<file path="src/kvlt_pkg.sv">
`timescale 1ns / 1ps
// ----------------------------------------------------------------------------
// kvlt_pkg
// Shared types and codes for the key/value line tokenizer.
// ----------------------------------------------------------------------------
package kvlt_pkg;

    // Scan phases
    localparam logic [2:0] PH_SKIP  = 3'd0;
    localparam logic [2:0] PH_KEY   = 3'd1;
    localparam logic [2:0] PH_EQ    = 3'd2;
    localparam logic [2:0] PH_BARE  = 3'd3;
    localparam logic [2:0] PH_QUOTE = 3'd4;
    localparam logic [2:0] PH_ESC   = 3'd5;

    // Result kinds
    localparam logic [1:0] KIND_KEY       = 2'd0;
    localparam logic [1:0] KIND_VALUE     = 2'd1;
    localparam logic [1:0] KIND_FIELD_END = 2'd2;
    localparam logic [1:0] KIND_LINE_END  = 2'd3;

    // Field types
    localparam logic [1:0] FT_NULL   = 2'd0;
    localparam logic [1:0] FT_BARE   = 2'd1;
    localparam logic [1:0] FT_QUOTED = 2'd2;

    // Line status
    localparam logic [1:0] ST_OK       = 2'd0;
    localparam logic [1:0] ST_UNTERM   = 2'd1;
    localparam logic [1:0] ST_NO_FIELD = 2'd2;

    // Characters
    localparam logic [7:0] CH_SPACE  = 8'h20;
    localparam logic [7:0] CH_EQUAL  = 8'h3D;
    localparam logic [7:0] CH_QUOTE  = 8'h22;
    localparam logic [7:0] CH_BSLASH = 8'h5C;
    localparam logic [7:0] CH_N      = 8'h6E;
    localparam logic [7:0] CH_R      = 8'h72;
    localparam logic [7:0] CH_T      = 8'h74;
    localparam logic [7:0] CH_TAB    = 8'h09;
    localparam logic [7:0] CH_LF     = 8'h0A;
    localparam logic [7:0] CH_VT     = 8'h0B;
    localparam logic [7:0] CH_FF     = 8'h0C;
    localparam logic [7:0] CH_CR     = 8'h0D;

    localparam int unsigned MAX_RESULTS = 3;
    localparam logic [15:0] TOTAL_MAX   = 16'hFFFF;

    typedef struct packed {
        logic [1:0]  kind;
        logic [7:0]  data;
        logic [1:0]  ftype;
        logic [1:0]  status;
        logic [15:0] total;
        logic        last;
    } t_result;

    // All results caused by one input byte, oldest in slot 0
    typedef struct packed {
        t_result [MAX_RESULTS-1:0] slot;
        logic [1:0]                count;
    } t_bundle;

    function automatic t_result mk_result(input logic [1:0] kind, input logic [7:0] data,
                                          input logic [1:0] ftype, input logic [1:0] status,
                                          input logic [15:0] total);
        t_result r;
        r.kind   = kind;
        r.data   = data;
        r.ftype  = ftype;
        r.status = status;
        r.total  = total;
        r.last   = 1'b0;
        return r;
    endfunction

    function automatic logic is_gap(input logic [7:0] c);
        return (c == CH_SPACE) || (c == CH_TAB) || (c == CH_LF) ||
               (c == CH_VT) || (c == CH_FF) || (c == CH_CR);
    endfunction

endpackage

</file>
<file path="src/kvlt_scanner.sv">
`timescale 1ns / 1ps
// ----------------------------------------------------------------------------
// kvlt_scanner
// Phase tracker and field counter: turns one byte into up to three results.
// ----------------------------------------------------------------------------
module kvlt_scanner #(
    parameter int COUNT_BITS = 16
) (
    input  logic             i_clk,
    input  logic             i_rst_n,
    input  logic             i_adv,
    input  logic [7:0]       i_byte,
    input  logic             i_last,
    output kvlt_pkg::t_bundle o_bundle
);

    localparam logic [COUNT_BITS-1:0] CNT_MAX = {COUNT_BITS{1'b1}};

    logic [2:0]            r_phase;
    logic [2:0]            n_phase;
    logic [COUNT_BITS-1:0] r_seen;
    logic [COUNT_BITS-1:0] n_seen;

    logic [2:0]            w_ph1;
    logic                  w_inc1;
    logic                  w_inc2;
    logic [COUNT_BITS-1:0] w_cnt_up;
    logic [COUNT_BITS-1:0] w_cnt1;
    logic [COUNT_BITS-1:0] w_cnt2;
    logic [15:0]           w_tot0;
    logic [15:0]           w_tot1;
    logic [15:0]           w_tot2;

    kvlt_pkg::t_result     w_a0;
    kvlt_pkg::t_result     w_a1;
    logic [1:0]            w_na;
    logic                  w_ef;
    logic [1:0]            w_ef_type;
    logic [1:0]            w_status;
    logic [1:0]            w_n;
    kvlt_pkg::t_bundle     w_bundle;

    // Saturating count as it stands once a field closes in the byte phase
    assign w_cnt_up = (r_seen != CNT_MAX) ? r_seen + 1'b1 : r_seen;
    assign w_cnt1   = w_inc1 ? w_cnt_up : r_seen;
    assign w_cnt2   = (w_inc2 && (w_cnt1 != CNT_MAX)) ? w_cnt1 + 1'b1 : w_cnt1;

    // Clip the running count to the 16-bit result field
    generate
        if (COUNT_BITS > 16) begin : g_clip
            assign w_tot0 = (r_seen > COUNT_BITS'(kvlt_pkg::TOTAL_MAX)) ?
                            kvlt_pkg::TOTAL_MAX : r_seen[15:0];
            assign w_tot1 = (w_cnt_up > COUNT_BITS'(kvlt_pkg::TOTAL_MAX)) ?
                            kvlt_pkg::TOTAL_MAX : w_cnt_up[15:0];
            assign w_tot2 = (w_cnt2 > COUNT_BITS'(kvlt_pkg::TOTAL_MAX)) ?
                            kvlt_pkg::TOTAL_MAX : w_cnt2[15:0];
        end else begin : g_ext
            assign w_tot0 = 16'(r_seen);
            assign w_tot1 = 16'(w_cnt_up);
            assign w_tot2 = 16'(w_cnt2);
        end
    endgenerate

    // Byte handling for the current phase
    always_comb begin
        w_ph1  = r_phase;
        w_inc1 = 1'b0;
        w_na   = 2'd0;
        w_a0   = '0;
        w_a1   = '0;
        unique case (r_phase)
            kvlt_pkg::PH_KEY: begin
                if (i_byte == kvlt_pkg::CH_EQUAL) begin
                    w_ph1 = kvlt_pkg::PH_EQ;
                end else if (i_byte <= kvlt_pkg::CH_SPACE || i_byte == kvlt_pkg::CH_QUOTE) begin
                    w_inc1 = 1'b1;
                    w_na   = 2'd1;
                    w_a0   = kvlt_pkg::mk_result(kvlt_pkg::KIND_FIELD_END, 8'h00,
                                                 kvlt_pkg::FT_NULL, kvlt_pkg::ST_OK, w_tot1);
                    w_ph1  = kvlt_pkg::PH_SKIP;
                end else begin
                    w_na = 2'd1;
                    w_a0 = kvlt_pkg::mk_result(kvlt_pkg::KIND_KEY, i_byte,
                                               kvlt_pkg::FT_NULL, kvlt_pkg::ST_OK, w_tot0);
                end
            end
            kvlt_pkg::PH_EQ: begin
                if (kvlt_pkg::is_gap(i_byte)) begin
                    w_inc1 = 1'b1;
                    w_na   = 2'd1;
                    w_a0   = kvlt_pkg::mk_result(kvlt_pkg::KIND_FIELD_END, 8'h00,
                                                 kvlt_pkg::FT_NULL, kvlt_pkg::ST_OK, w_tot1);
                    w_ph1  = kvlt_pkg::PH_SKIP;
                end else if (i_byte == kvlt_pkg::CH_QUOTE) begin
                    w_ph1 = kvlt_pkg::PH_QUOTE;
                end else if (i_byte <= kvlt_pkg::CH_SPACE) begin
                    w_inc1 = 1'b1;
                    w_na   = 2'd1;
                    w_a0   = kvlt_pkg::mk_result(kvlt_pkg::KIND_FIELD_END, 8'h00,
                                                 kvlt_pkg::FT_BARE, kvlt_pkg::ST_OK, w_tot1);
                    w_ph1  = kvlt_pkg::PH_SKIP;
                end else begin
                    w_na  = 2'd1;
                    w_a0  = kvlt_pkg::mk_result(kvlt_pkg::KIND_VALUE, i_byte,
                                                kvlt_pkg::FT_NULL, kvlt_pkg::ST_OK, w_tot0);
                    w_ph1 = kvlt_pkg::PH_BARE;
                end
            end
            kvlt_pkg::PH_BARE: begin
                if (i_byte <= kvlt_pkg::CH_SPACE || i_byte == kvlt_pkg::CH_QUOTE) begin
                    w_inc1 = 1'b1;
                    w_na   = 2'd1;
                    w_a0   = kvlt_pkg::mk_result(kvlt_pkg::KIND_FIELD_END, 8'h00,
                                                 kvlt_pkg::FT_BARE, kvlt_pkg::ST_OK, w_tot1);
                    w_ph1  = kvlt_pkg::PH_SKIP;
                end else begin
                    w_na = 2'd1;
                    w_a0 = kvlt_pkg::mk_result(kvlt_pkg::KIND_VALUE, i_byte,
                                               kvlt_pkg::FT_NULL, kvlt_pkg::ST_OK, w_tot0);
                end
            end
            kvlt_pkg::PH_QUOTE: begin
                if (i_byte == kvlt_pkg::CH_BSLASH) begin
                    w_ph1 = kvlt_pkg::PH_ESC;
                end else if (i_byte == kvlt_pkg::CH_QUOTE) begin
                    w_inc1 = 1'b1;
                    w_na   = 2'd1;
                    w_a0   = kvlt_pkg::mk_result(kvlt_pkg::KIND_FIELD_END, 8'h00,
                                                 kvlt_pkg::FT_QUOTED, kvlt_pkg::ST_OK, w_tot1);
                    w_ph1  = kvlt_pkg::PH_SKIP;
                end else begin
                    w_na = 2'd1;
                    w_a0 = kvlt_pkg::mk_result(kvlt_pkg::KIND_VALUE, i_byte,
                                               kvlt_pkg::FT_NULL, kvlt_pkg::ST_OK, w_tot0);
                end
            end
            kvlt_pkg::PH_ESC: begin
                w_ph1 = kvlt_pkg::PH_QUOTE;
                w_na  = 2'd1;
                if (i_byte == kvlt_pkg::CH_N) begin
                    w_a0 = kvlt_pkg::mk_result(kvlt_pkg::KIND_VALUE, kvlt_pkg::CH_LF,
                                               kvlt_pkg::FT_NULL, kvlt_pkg::ST_OK, w_tot0);
                end else if (i_byte == kvlt_pkg::CH_R) begin
                    w_a0 = kvlt_pkg::mk_result(kvlt_pkg::KIND_VALUE, kvlt_pkg::CH_CR,
                                               kvlt_pkg::FT_NULL, kvlt_pkg::ST_OK, w_tot0);
                end else if (i_byte == kvlt_pkg::CH_T) begin
                    w_a0 = kvlt_pkg::mk_result(kvlt_pkg::KIND_VALUE, kvlt_pkg::CH_TAB,
                                               kvlt_pkg::FT_NULL, kvlt_pkg::ST_OK, w_tot0);
                end else if (i_byte == kvlt_pkg::CH_QUOTE || i_byte == kvlt_pkg::CH_BSLASH) begin
                    w_a0 = kvlt_pkg::mk_result(kvlt_pkg::KIND_VALUE, i_byte,
                                               kvlt_pkg::FT_NULL, kvlt_pkg::ST_OK, w_tot0);
                end else begin
                    // Unknown escape: pass the backslash and the byte
                    w_na = 2'd2;
                    w_a0 = kvlt_pkg::mk_result(kvlt_pkg::KIND_VALUE, kvlt_pkg::CH_BSLASH,
                                               kvlt_pkg::FT_NULL, kvlt_pkg::ST_OK, w_tot0);
                    w_a1 = kvlt_pkg::mk_result(kvlt_pkg::KIND_VALUE, i_byte,
                                               kvlt_pkg::FT_NULL, kvlt_pkg::ST_OK, w_tot0);
                end
            end
            default: begin
                w_ph1 = kvlt_pkg::PH_SKIP;
                if (i_byte > kvlt_pkg::CH_SPACE && i_byte != kvlt_pkg::CH_EQUAL &&
                    i_byte != kvlt_pkg::CH_QUOTE) begin
                    w_na  = 2'd1;
                    w_a0  = kvlt_pkg::mk_result(kvlt_pkg::KIND_KEY, i_byte,
                                                kvlt_pkg::FT_NULL, kvlt_pkg::ST_OK, w_tot0);
                    w_ph1 = kvlt_pkg::PH_KEY;
                end
            end
        endcase
    end

    // Line-end handling: close an open field, then report the line
    always_comb begin
        w_ef      = 1'b0;
        w_ef_type = kvlt_pkg::FT_NULL;
        w_status  = kvlt_pkg::ST_OK;
        if (i_last) begin
            if (w_ph1 == kvlt_pkg::PH_KEY || w_ph1 == kvlt_pkg::PH_EQ) begin
                w_ef = 1'b1;
            end else if (w_ph1 == kvlt_pkg::PH_BARE) begin
                w_ef      = 1'b1;
                w_ef_type = kvlt_pkg::FT_BARE;
            end
            // A field closed here always leaves a nonzero count
            if (w_ph1 == kvlt_pkg::PH_QUOTE || w_ph1 == kvlt_pkg::PH_ESC) begin
                w_status = kvlt_pkg::ST_UNTERM;
            end else if ((w_cnt1 == '0) && !w_ef) begin
                w_status = kvlt_pkg::ST_NO_FIELD;
            end
        end
    end

    assign w_inc2 = w_ef;

    // Pack results in order and flag the final one
    always_comb begin
        w_bundle = '0;
        w_n      = 2'd0;
        if (w_na != 2'd0) begin
            w_bundle.slot[w_n] = w_a0;
            w_n                = w_n + 2'd1;
        end
        if (w_na == 2'd2) begin
            w_bundle.slot[w_n] = w_a1;
            w_n                = w_n + 2'd1;
        end
        if (w_ef) begin
            w_bundle.slot[w_n] = kvlt_pkg::mk_result(kvlt_pkg::KIND_FIELD_END, 8'h00,
                                                     w_ef_type, kvlt_pkg::ST_OK, w_tot2);
            w_n                = w_n + 2'd1;
        end
        if (i_last) begin
            w_bundle.slot[w_n] = kvlt_pkg::mk_result(kvlt_pkg::KIND_LINE_END, 8'h00,
                                                     kvlt_pkg::FT_NULL, w_status, w_tot2);
            w_n                = w_n + 2'd1;
        end
        if (w_n != 2'd0) begin
            w_bundle.slot[w_n - 2'd1].last = 1'b1;
        end
        w_bundle.count = w_n;
    end

    assign n_phase = i_last ? kvlt_pkg::PH_SKIP : w_ph1;
    assign n_seen  = i_last ? '0 : w_cnt2;

    always_ff @(posedge i_clk) begin
        if (!i_rst_n) begin
            r_phase <= kvlt_pkg::PH_SKIP;
            r_seen  <= '0;
        end else if (i_adv) begin
            r_phase <= n_phase;
            r_seen  <= n_seen;
        end
    end

    assign o_bundle = w_bundle;

endmodule

</file>
<file path="src/kvlt_out_buf.sv">
`timescale 1ns / 1ps
// ----------------------------------------------------------------------------
// kvlt_out_buf
// Result register: holds one byte's results and sends them one beat each.
// ----------------------------------------------------------------------------
module kvlt_out_buf (
    input  logic              i_clk,
    input  logic              i_rst_n,
    input  logic              i_load,
    input  kvlt_pkg::t_bundle i_bundle,
    input  logic              i_ready,
    output logic              o_valid,
    output logic              o_free,
    output kvlt_pkg::t_result o_head
);

    logic [1:0]                                  r_rem;
    kvlt_pkg::t_result [kvlt_pkg::MAX_RESULTS-1:0] r_slot;
    logic                                        w_take;

    assign o_valid = (r_rem != 2'd0);
    assign w_take  = o_valid && i_ready;
    assign o_free  = (r_rem == 2'd0) || ((r_rem == 2'd1) && i_ready);
    assign o_head  = r_slot[0];

    always_ff @(posedge i_clk) begin
        if (!i_rst_n) begin
            r_rem <= 2'd0;
        end else if (i_load) begin
            r_rem <= i_bundle.count;
        end else if (w_take) begin
            r_rem <= r_rem - 2'd1;
        end
    end

    // Payload: load whole, or advance to the next result
    always_ff @(posedge i_clk) begin
        if (i_load) begin
            r_slot <= i_bundle.slot;
        end else if (w_take) begin
            r_slot[0] <= r_slot[1];
            r_slot[1] <= r_slot[2];
        end
    end

endmodule

</file>
<file path="src/key_value_line_tokenizer.sv">
`timescale 1ns / 1ps
// ----------------------------------------------------------------------------
// key_value_line_tokenizer
// Streaming scanner for key=value log lines, one byte per beat.
// ----------------------------------------------------------------------------
// Feed one line byte per input beat, tlast on the final byte. Each byte
// yields zero to three result beats (key byte, value byte, field end, line
// end); tlast on the output marks the final result of that input byte.
// The block takes one byte per cycle as long as each byte yields at most one
// result and the output is ready; a byte that yields several results holds
// the single output port until all are taken, and the input stalls behind
// it. A byte passes the input register and then the result register before
// its first result is presented; while the result register is busy, the
// byte waits in the input register. Value bytes of a quoted value stream
// before the closing quote is seen: drop the line when the line-end status
// is not ok.
// ----------------------------------------------------------------------------
module key_value_line_tokenizer #(
    parameter int COUNT_BITS = 16
) (
    input  logic        i_clk,
    input  logic        i_rst_n,
    // Input bytes
    input  logic        s_axis_tvalid,
    output logic        s_axis_tready,
    input  logic [7:0]  s_axis_tdata,   // [7:0] line_byte
    input  logic        s_axis_tlast,   // line_last
    // Results
    output logic        m_axis_tvalid,
    input  logic        m_axis_tready,
    output logic [31:0] m_axis_tdata,   // [7:0] out_byte, [9:8] field_type,
                                        // [11:10] line_status, [27:12] field_total,
                                        // [31:28] zero
    output logic [1:0]  m_axis_tuser,   // [1:0] item_kind
    output logic        m_axis_tlast    // last_of_run
);

    logic              r_in_valid;
    logic [7:0]        r_in_byte;
    logic              r_in_last;

    logic              w_s_accept;
    logic              w_free;
    logic              w_adv;
    kvlt_pkg::t_bundle w_bundle;
    kvlt_pkg::t_result w_head;

    // The input register advances whenever the result register can take the
    // whole bundle of results for the byte it holds.
    assign w_adv         = r_in_valid && w_free;
    assign s_axis_tready = !r_in_valid || w_free;
    assign w_s_accept    = s_axis_tvalid && s_axis_tready;

    always_ff @(posedge i_clk) begin
        if (!i_rst_n) begin
            r_in_valid <= 1'b0;
        end else if (w_s_accept) begin
            r_in_valid <= 1'b1;
        end else if (w_adv) begin
            r_in_valid <= 1'b0;
        end
    end

    // Hold the byte until it is scanned
    always_ff @(posedge i_clk) begin
        if (w_s_accept) begin
            r_in_byte <= s_axis_tdata;
            r_in_last <= s_axis_tlast;
        end
    end

    kvlt_scanner #(
        .COUNT_BITS (COUNT_BITS)
    ) u_scanner (
        .i_clk    (i_clk),
        .i_rst_n  (i_rst_n),
        .i_adv    (w_adv),
        .i_byte   (r_in_byte),
        .i_last   (r_in_last),
        .o_bundle (w_bundle)
    );

    kvlt_out_buf u_out_buf (
        .i_clk    (i_clk),
        .i_rst_n  (i_rst_n),
        .i_load   (w_adv),
        .i_bundle (w_bundle),
        .i_ready  (m_axis_tready),
        .o_valid  (m_axis_tvalid),
        .o_free   (w_free),
        .o_head   (w_head)
    );

    assign m_axis_tdata = {4'b0000, w_head.total, w_head.status, w_head.ftype, w_head.data};
    assign m_axis_tuser = w_head.kind;
    assign m_axis_tlast = w_head.last;

    // A line end is always the final result of its byte
    a_line_end_last: assert property (@(posedge i_clk) disable iff (!i_rst_n)
        (m_axis_tvalid && m_axis_tuser == kvlt_pkg::KIND_LINE_END) |-> m_axis_tlast)
        else $error("line end beat without tlast");

    // A field end counts itself, so its total is never zero
    a_field_end_total: assert property (@(posedge i_clk) disable iff (!i_rst_n)
        (m_axis_tvalid && m_axis_tuser == kvlt_pkg::KIND_FIELD_END) |->
        (m_axis_tdata[27:12] != 16'h0000))
        else $error("field end with zero field total");

    // A byte blocked by the result register stays in the input register
    a_in_hold: assert property (@(posedge i_clk) disable iff (!i_rst_n)
        (r_in_valid && !w_free) |=> (r_in_valid && $stable(r_in_byte) && $stable(r_in_last)))
        else $error("input byte lost while result register busy");

    // Only a line end carries a status
    a_status_only_line_end: assert property (@(posedge i_clk) disable iff (!i_rst_n)
        (m_axis_tvalid && m_axis_tuser != kvlt_pkg::KIND_LINE_END) |->
        (m_axis_tdata[11:10] == kvlt_pkg::ST_OK))
        else $error("status set on a non line end beat");

endmodule
</file>
<file path="config.mk">
export PLATFORM = sky130hd
export DESIGN_NAME = key_value_line_tokenizer
export DESIGN_NICKNAME = d
export VERILOG_FILES = /design/src/kvlt_pkg.sv /design/src/kvlt_scanner.sv /design/src/kvlt_out_buf.sv /design/src/key_value_line_tokenizer.sv
export SDC_FILE = /design/constraint.sdc
export NUM_CORES = 1
export LEC_CHECK = 0
export BUFFER_PORTS_ARGS = -buffer_cell sky130_fd_sc_hd__buf_2
export CORE_ASPECT_RATIO = 1.1
export CORE_UTILIZATION = 40
export DETAILED_ROUTE_END_ITERATION = 7
export PLACE_DENSITY_LB_ADDON = 0.25
export SLEW_MARGIN = 15
export SYNTH_ARGS = -nofsm -noshare
export SYNTH_HDL_FRONTEND = slang
export SYNTH_HIERARCHICAL = 1
export SYNTH_SLANG_ARGS = --single-unit
</file>
<file path="constraint.sdc">
create_clock -name i_clk -period 4.18 [get_ports i_clk]
set_input_delay 0.418 -clock i_clk [delete_from_list [all_inputs] [get_ports i_clk]]
set_output_delay 0.418 -clock i_clk [all_outputs]
set_load 0.01 [all_outputs]
</file>
---- Yosys cells after proc, flatten, opt, wreduce, memory -nomap -nowiden ----
Index checks and enable logic that the tools add are counted.
storage, ports and cells
  bits in registers ....................... 124
  latch bits .............................. 0
  RAM bits ................................ 0
  ROM bits ................................ 0
  bits of input ports ..................... 13
  output and inout port bits .............. 37
  word-level logic and storage cells ...... 189
  memories kept ........................... 0
operators by class
  add/subtract/negate cells ............... 7
  multiply operators ...................... 0
  divide/modulo/power cells ............... 0
  magnitude comparators ................... 10
  equal/unequal tests ..................... 28
  shift operators ......................... 0
  multiplexer cells ....................... 88
  bitwise gates (word level) .............. 0
  reduce and logical (&&, ||, !) cells .... 32
operators with widths
  kind                                                                      number
  31-bit two-way mux                                                        19
  93-bit bitwise mux                                                        4
  93-bit two-way mux                                                        4
  31-bit demux with 2-bit select                                            4
  31-bit one-hot mux with 5 select lines                                    1
  62-bit two-way mux                                                        2
  16-bit two-way mux                                                        4
  29-bit two-way mux                                                        2
  8-bit by 4-bit equality test with 1-bit output (second input constant)    5
  16-bit by 1-bit adder with 16-bit output (second input constant)          2
  8-bit by 7-bit equality test with 1-bit output (second input constant)    4
  2-bit two-way mux                                                         16
  16-bit inequality test (second input constant)                            2
  30-bit two-way mux                                                        1
  8-bit by 6-bit equality test with 1-bit output (second input constant)    3
  1-bit two-way mux                                                         21
  3-bit two-way mux                                                         7
  16-bit logical NOT                                                        1
  8-bit by 6-bit inequality test with 1-bit output (second input constant)  2
  3-bit one-hot mux with 5 select lines                                     1
  3-bit by 2-bit equality test with 1-bit output (second input constant)    4
  3-bit equality test (second input constant)                               4
  1-bit logical AND                                                         12
  1-bit logical OR                                                          11
  other kinds (17)                                                          29

---- Longest topological paths before layout ----
  depth after elaboration ................. 24
  gate-level depth with buffers ........... 20
  depth with buffers taken out ............ 17

---- Hierarchy ----
The synthesis kept the hierarchy.
modules (own cells, without submodules)
  module                    instances  cells each  area each (µm²)  sequential area each (µm²)
  kvlt_out_buf              1          212         4122.7           2832.7
  kvlt_scanner              1          534         3458.3           380.4
  key_value_line_tokenizer  1          20          369.1            290.3

---- Worst setup path before layout ----
No wires, ideal clock.
  path kind ............................... reg-to-reg
  start point ............................. register r_in_byte[2]
  end point ............................... register u_out_buf/r_slot[42] (netlist bit), data pin
  library setup time ...................... 260 ps
  data arrival time ....................... 4268 ps
  data required time ...................... 3920 ps
  slack ................................... -348 ps
  stages on the path, launching flop included .. 18
  buffers on the path ..................... 2
  period minus slack after synthesis ...... 4528 ps
  cell sequence ........................... edfxtp_1 clkbuf_1 nand4b_1 o311a_1 a211oi_2 clkbuf_1 nor2_1 xnor2_1 inv_1 ha_1 o21ai_0 nor3_1 a31oi_1 or2_2 a2111oi_2 xor2_1 o21ai_1 mux2_4
RTL lines
  element                   line                            RTL
  start: declaration        key_value_line_tokenizer.sv:39  logic [7:0] r_in_byte;
  start signal: assignment  key_value_line_tokenizer.sv:67  r_in_byte <= s_axis_tdata;
  end signal: assignment    kvlt_out_buf.sv:39              r_slot <= i_bundle.slot;
  end: declaration          kvlt_out_buf.sv:18              kvlt_pkg::t_result [kvlt_pkg::MAX_RESULTS-1:0] r_slot;

==> flow_metrics.env <==
export IMPL_status="completed"
export IMPL_layout_drive_gt1_share_pct=33.3
export IMPL_relSlewSlack_pct=37.7
export IMPL_avgSynthCellArea_um2=10.4
export IMPL_drc=0
export IMPL_dieArea_um2=20400
export IMPL_cts_inserted_buffers=17
export IMPL_clock_latency_ps=430
export IMPL_ys_flop_type="edfxtp_1"
export IMPL_hold_path_end="r_in_byte[5]$_DFFE_PP_"
export IMPL_wl_per_cell_um=18.8
export IMPL_gp_congestion=0.962
export IMPL_grt_antenna_before_repair=0
export IMPL_ir_drop_mv=0.297
export IMPL_ys_async_sr_fraction_pct=0
export IMPL_fin_crit_sh_pct=97.0
export IMPL_drtPass1Iterations=5
export IMPL_r2r_slack_ps=120
export IMPL_fin_crit_ps=4060
export IMPL_worst_slack_ps=124
export IMPL_vias=6102
export IMPL_diodes=0
export IMPL_cts_sinks=124
export IMPL_finalSetupViolations=0
export IMPL_placed_area_um2=8670
export IMPL_yosys_warnings=6
export IMPL_path_cells="or4bb_4 -> a2111oi_4 -> buf_4 -> a211oi_4 -> nor2_4 -> buf_4 -> nand2_1 -> nand2_2 -> ha_4 -> o21ai_2 -> or4_1 -> o21a_1 -> a211oi_2 -> buf_4 -> xor2_4 -> o22ai_1 -> mux2_2"
export IMPL_final_hold_violation_count=0
export IMPL_whs_path_depth=1
export IMPL_netlist_area_leader_share_pct=38.5
export IMPL_worstHoldStart="s_axis_tdata[5]"
export IMPL_top_usage_layer="met2"
export IMPL_stdcell_area_um2=9540
export IMPL_portBuffers=45
export IMPL_switching_share_pct=27.9
export IMPL_ys_ff_latch=124
export IMPL_powerDensity_nw_per_um2=441
export IMPL_final_nets=875
export IMPL_cp_common_cell="buf_4"
export IMPL_cts_root_buf="clkbuf_16"
export IMPL_max_freq_mhz=247
export IMPL_clock_skew_ps=10.2
export IMPL_crit_family="simple AND/OR/NAND/NOR gates"
export IMPL_rows=53
export IMPL_multi_input_area_um2=4060
export IMPL_crit_path_max_incr_delay_ps=550
export IMPL_critPathKind="register to register"
export IMPL_grt_pass1_wl_mm=33.1
export IMPL_crit_required_ps=4350
export IMPL_arrival_ps=4230
export IMPL_r2r_end="u_out_buf/o_head[5]$_DFFE_PP_"
export IMPL_grt_max_degree=59
export IMPL_yosysSeqAreaShare_pct=44.1
export IMPL_clk_pin_slew_ps=60
export IMPL_htree_num_levels=4
export IMPL_hp_class="input pin to register"
export IMPL_fillers=1766
export IMPL_p_leak_nw=3.66
export IMPL_tightest_slew_ps=934
export IMPL_drt_total_wl_mm=20.9
export IMPL_pin_count=50
export IMPL_syn_inst=766
export IMPL_pwr_share_seq_pct=41.2
export IMPL_grt_pass1_vias=5999
export IMPL_synth_top_cells_by_area="edfxtp_1 39%, mux2_4 9.1%, dfxtp_1 5.5%"
export IMPL_use_met1_pct=31.4
export IMPL_dp_worst_setup_slack_ps=-130
export IMPL_register_area_um2=3500
export IMPL_power_frac_comb_pct=22.6
export IMPL_start_util_pct=41.2
export IMPL_maxCapViolations=0
export IMPL_cts_hold_buf=0
export IMPL_via_per_inst=5.48
export IMPL_dp_hpwl_mm=15.1
export IMPL_end_kind="register"
export IMPL_synth_cell_types=82
export IMPL_switchingPower_mw=1.18
export IMPL_power_internal_mw=3.03
export IMPL_worstPathMaxFanout=4
export IMPL_startpoint_type="register"
export IMPL_drt_iter0_drc=619
export IMPL_synth_edf_count=102
export IMPL_fin_setup_tns_ps=0
export IMPL_use_met3_pct=3.79
export IMPL_area_growth_pct=20.1
export IMPL_drv_slew=0
export IMPL_r2r_start="u_scanner/r_phase[2]$_SDFFE_PN0P_"
export IMPL_overflow=0
export IMPL_cts_buffer_depth=2
export IMPL_die_y_um=150
export IMPL_core_area_um2=19300
export IMPL_netlist_area_um2=7950
export IMPL_r2r_cells=17
export IMPL_clock_power_share_pct=36.2
export IMPL_yosys_area_top_type="edfxtp_1"
export IMPL_globalRouteMet2Util_pct=31.6
export IMPL_critical_path_slowest_cell="or4bb_4"
export IMPL_crit_buf_inv=3
export IMPL_cts_tree="yes"
export IMPL_grt_use_total_pct=21.6
export IMPL_ant_nets=0
export IMPL_die_w_um=136
[timing repair]
item,in CTS,in global routing
endpoints found under the setup margin,8,29
buffers inserted,4,11
pin swaps,3,6
resized for setup,9,16
[cells by family (layout without fill, tap and decap cells)]
kind of cell / Yosys count / after routing / synth area share [%]
mux: 73 / 73 / 12.5
other cells: 2 / 15 / 0.0945
fa+ha+maj: 8 / 8 / 1.26
simple gates: 266 / 266 / 17.6
buf+inv: 110 / 198 / 8.06
flops: 124 / 124 / 44.1
xor+xnor: 28 / 28 / 3.08
compound gates: 155 / 155 / 13.3
[through the flow]
step / util, % / total power, mW / instances / hold WS (ps)
after CTS: 48.5 / 4.24 / 1103 / 155
after global placement: 44.9 / 2.68 / 1067 / 491
after global routing: 49.5 / 4.39 / 1114 / 155
final: 49.5 / 4.21 / 1114 / 167
after floorplan: - / 2.52 / 779 / 500
after detailed placement: 44.9 / 2.71 / 1067 / 504
[layer usage]
| metal | routed length, µm | vias to the layer above | part of all wire [%] |
|---|---|---|---|
| li1 | - | 2945 | - |
| met1 | 10300 | 2935 | 49 |
| met2 | 9140 | 193 | 44 |
| met3 | 1070 | 29 | 5.1 |
| met4 | 442 | 0 | 2.1 |
| met5 | 0 | - | 0 |
[cells in the mapped netlist, drive strengths merged, types with 3 or more instances]
cell type  count
edfxtp       102
nand2         76
mux2          67
buf           59
nor2          58
o21ai         49
clkbuf        31
a21oi         30
dfxtp         22
inv           20
nand3         18
xnor2         17
and3          16
nor2b         13
nor3          13
and2          11
xor2          11
nand2b         9
nor4           9
a22o           8
ha             8
o21a           7
o22ai          7
or3            7
a31oi          6
mux2i          6
nand4          6
or2            6
a211oi         5
nand4b         5
o211ai         5
or4            5
a2111oi        4
a221oi         4
nand4bb        3
o211a          3
o221ai         3
o31a           3
[sequential cells by signal, summed over array words and instances (netlist names)]
register,cells
r_in_last,1
r_in_valid,1
u_scanner/r_seen,16
u_scanner/r_phase,3
u_out_buf/r_rem,2
u_out_buf/r_slot,62
u_out_buf/o_head,31
r_in_byte,8
[power groups by stage]
stage	sequential [mW]	combinational (mW)	clock, mW
after CTS	1.74	0.954	1.55
after floorplan	1.74	0.779	0
after global placement	1.75	0.930	0
final	1.73	0.951	1.52
after global routing	1.76	1.03	1.60
after detailed placement	1.76	0.949	0
[layout make-up]
| class | instances | area share (%) |
|---|---|---|
| well taps | 247 | 3.24 |
| repair buffers | 146 | 10.4 |
| clock buffers | 18 | 4.50 |
| flip-flops and latches | 124 | 36.7 |
| multi-input cells | 545 | 42.5 |
| inverters | 20 | 0.787 |
| clock inverters | 14 | 1.78 |
[worst reg2reg max path, delay by kind of cell (launching register included)]
family / cells / cell delay [ps]
simple gates: 5 / 1270
flops: 1 / 350
mux: 1 / 280
xor+xnor: 1 / 170
buf+inv: 3 / 490
compound gates: 6 / 1090
fa+ha+maj: 1 / 170
[cell usage in the layout (no fill, tap or decap), types with 10 or more instances in the layout]
cell         n
edfxtp_1   102
buf_4      100
nand2_1     75
nor2_1      56
mux2_4      48
buf_2       45
o21ai_0     36
a21oi_1     29
dfxtp_1     21
inv_1       20
mux2_2      19
nand3_1     18
clkbuf_16   17
and3_1      16
conb_1      15
xnor2_1     14
nor2b_1     13
o21ai_1     11
nor3_1      10
[worst max path at each step]
| stage | start | endpoint | cells after the start |
|---|---|---|---|
| 4_1_cts | u_scanner/r_phase[2]$_SDFFE_PN0P_ | u_out_buf/r_slot[42]$_DFFE_PP_ | 17 |
| 3_5_place_dp | r_in_byte[1]$_DFFE_PP_ | u_out_buf/r_slot[36]$_DFFE_PP_ | 18 |
| 2_1_floorplan | u_scanner/r_phase[1]$_SDFFE_PN0P_ | u_out_buf/r_slot[42]$_DFFE_PP_ | 17 |
| 5_1_grt | r_in_byte[6]$_DFFE_PP_ | u_out_buf/r_slot[40]$_DFFE_PP_ | 16 |
| 6_report | u_scanner/r_phase[2]$_SDFFE_PN0P_ | u_out_buf/o_head[5]$_DFFE_PP_ | 17 |
| 3_3_place_gp | r_in_byte[1]$_DFFE_PP_ | u_out_buf/o_head[5]$_DFFE_PP_ | 18 |
No activity file was read; power rests on OpenSTA's default activity.
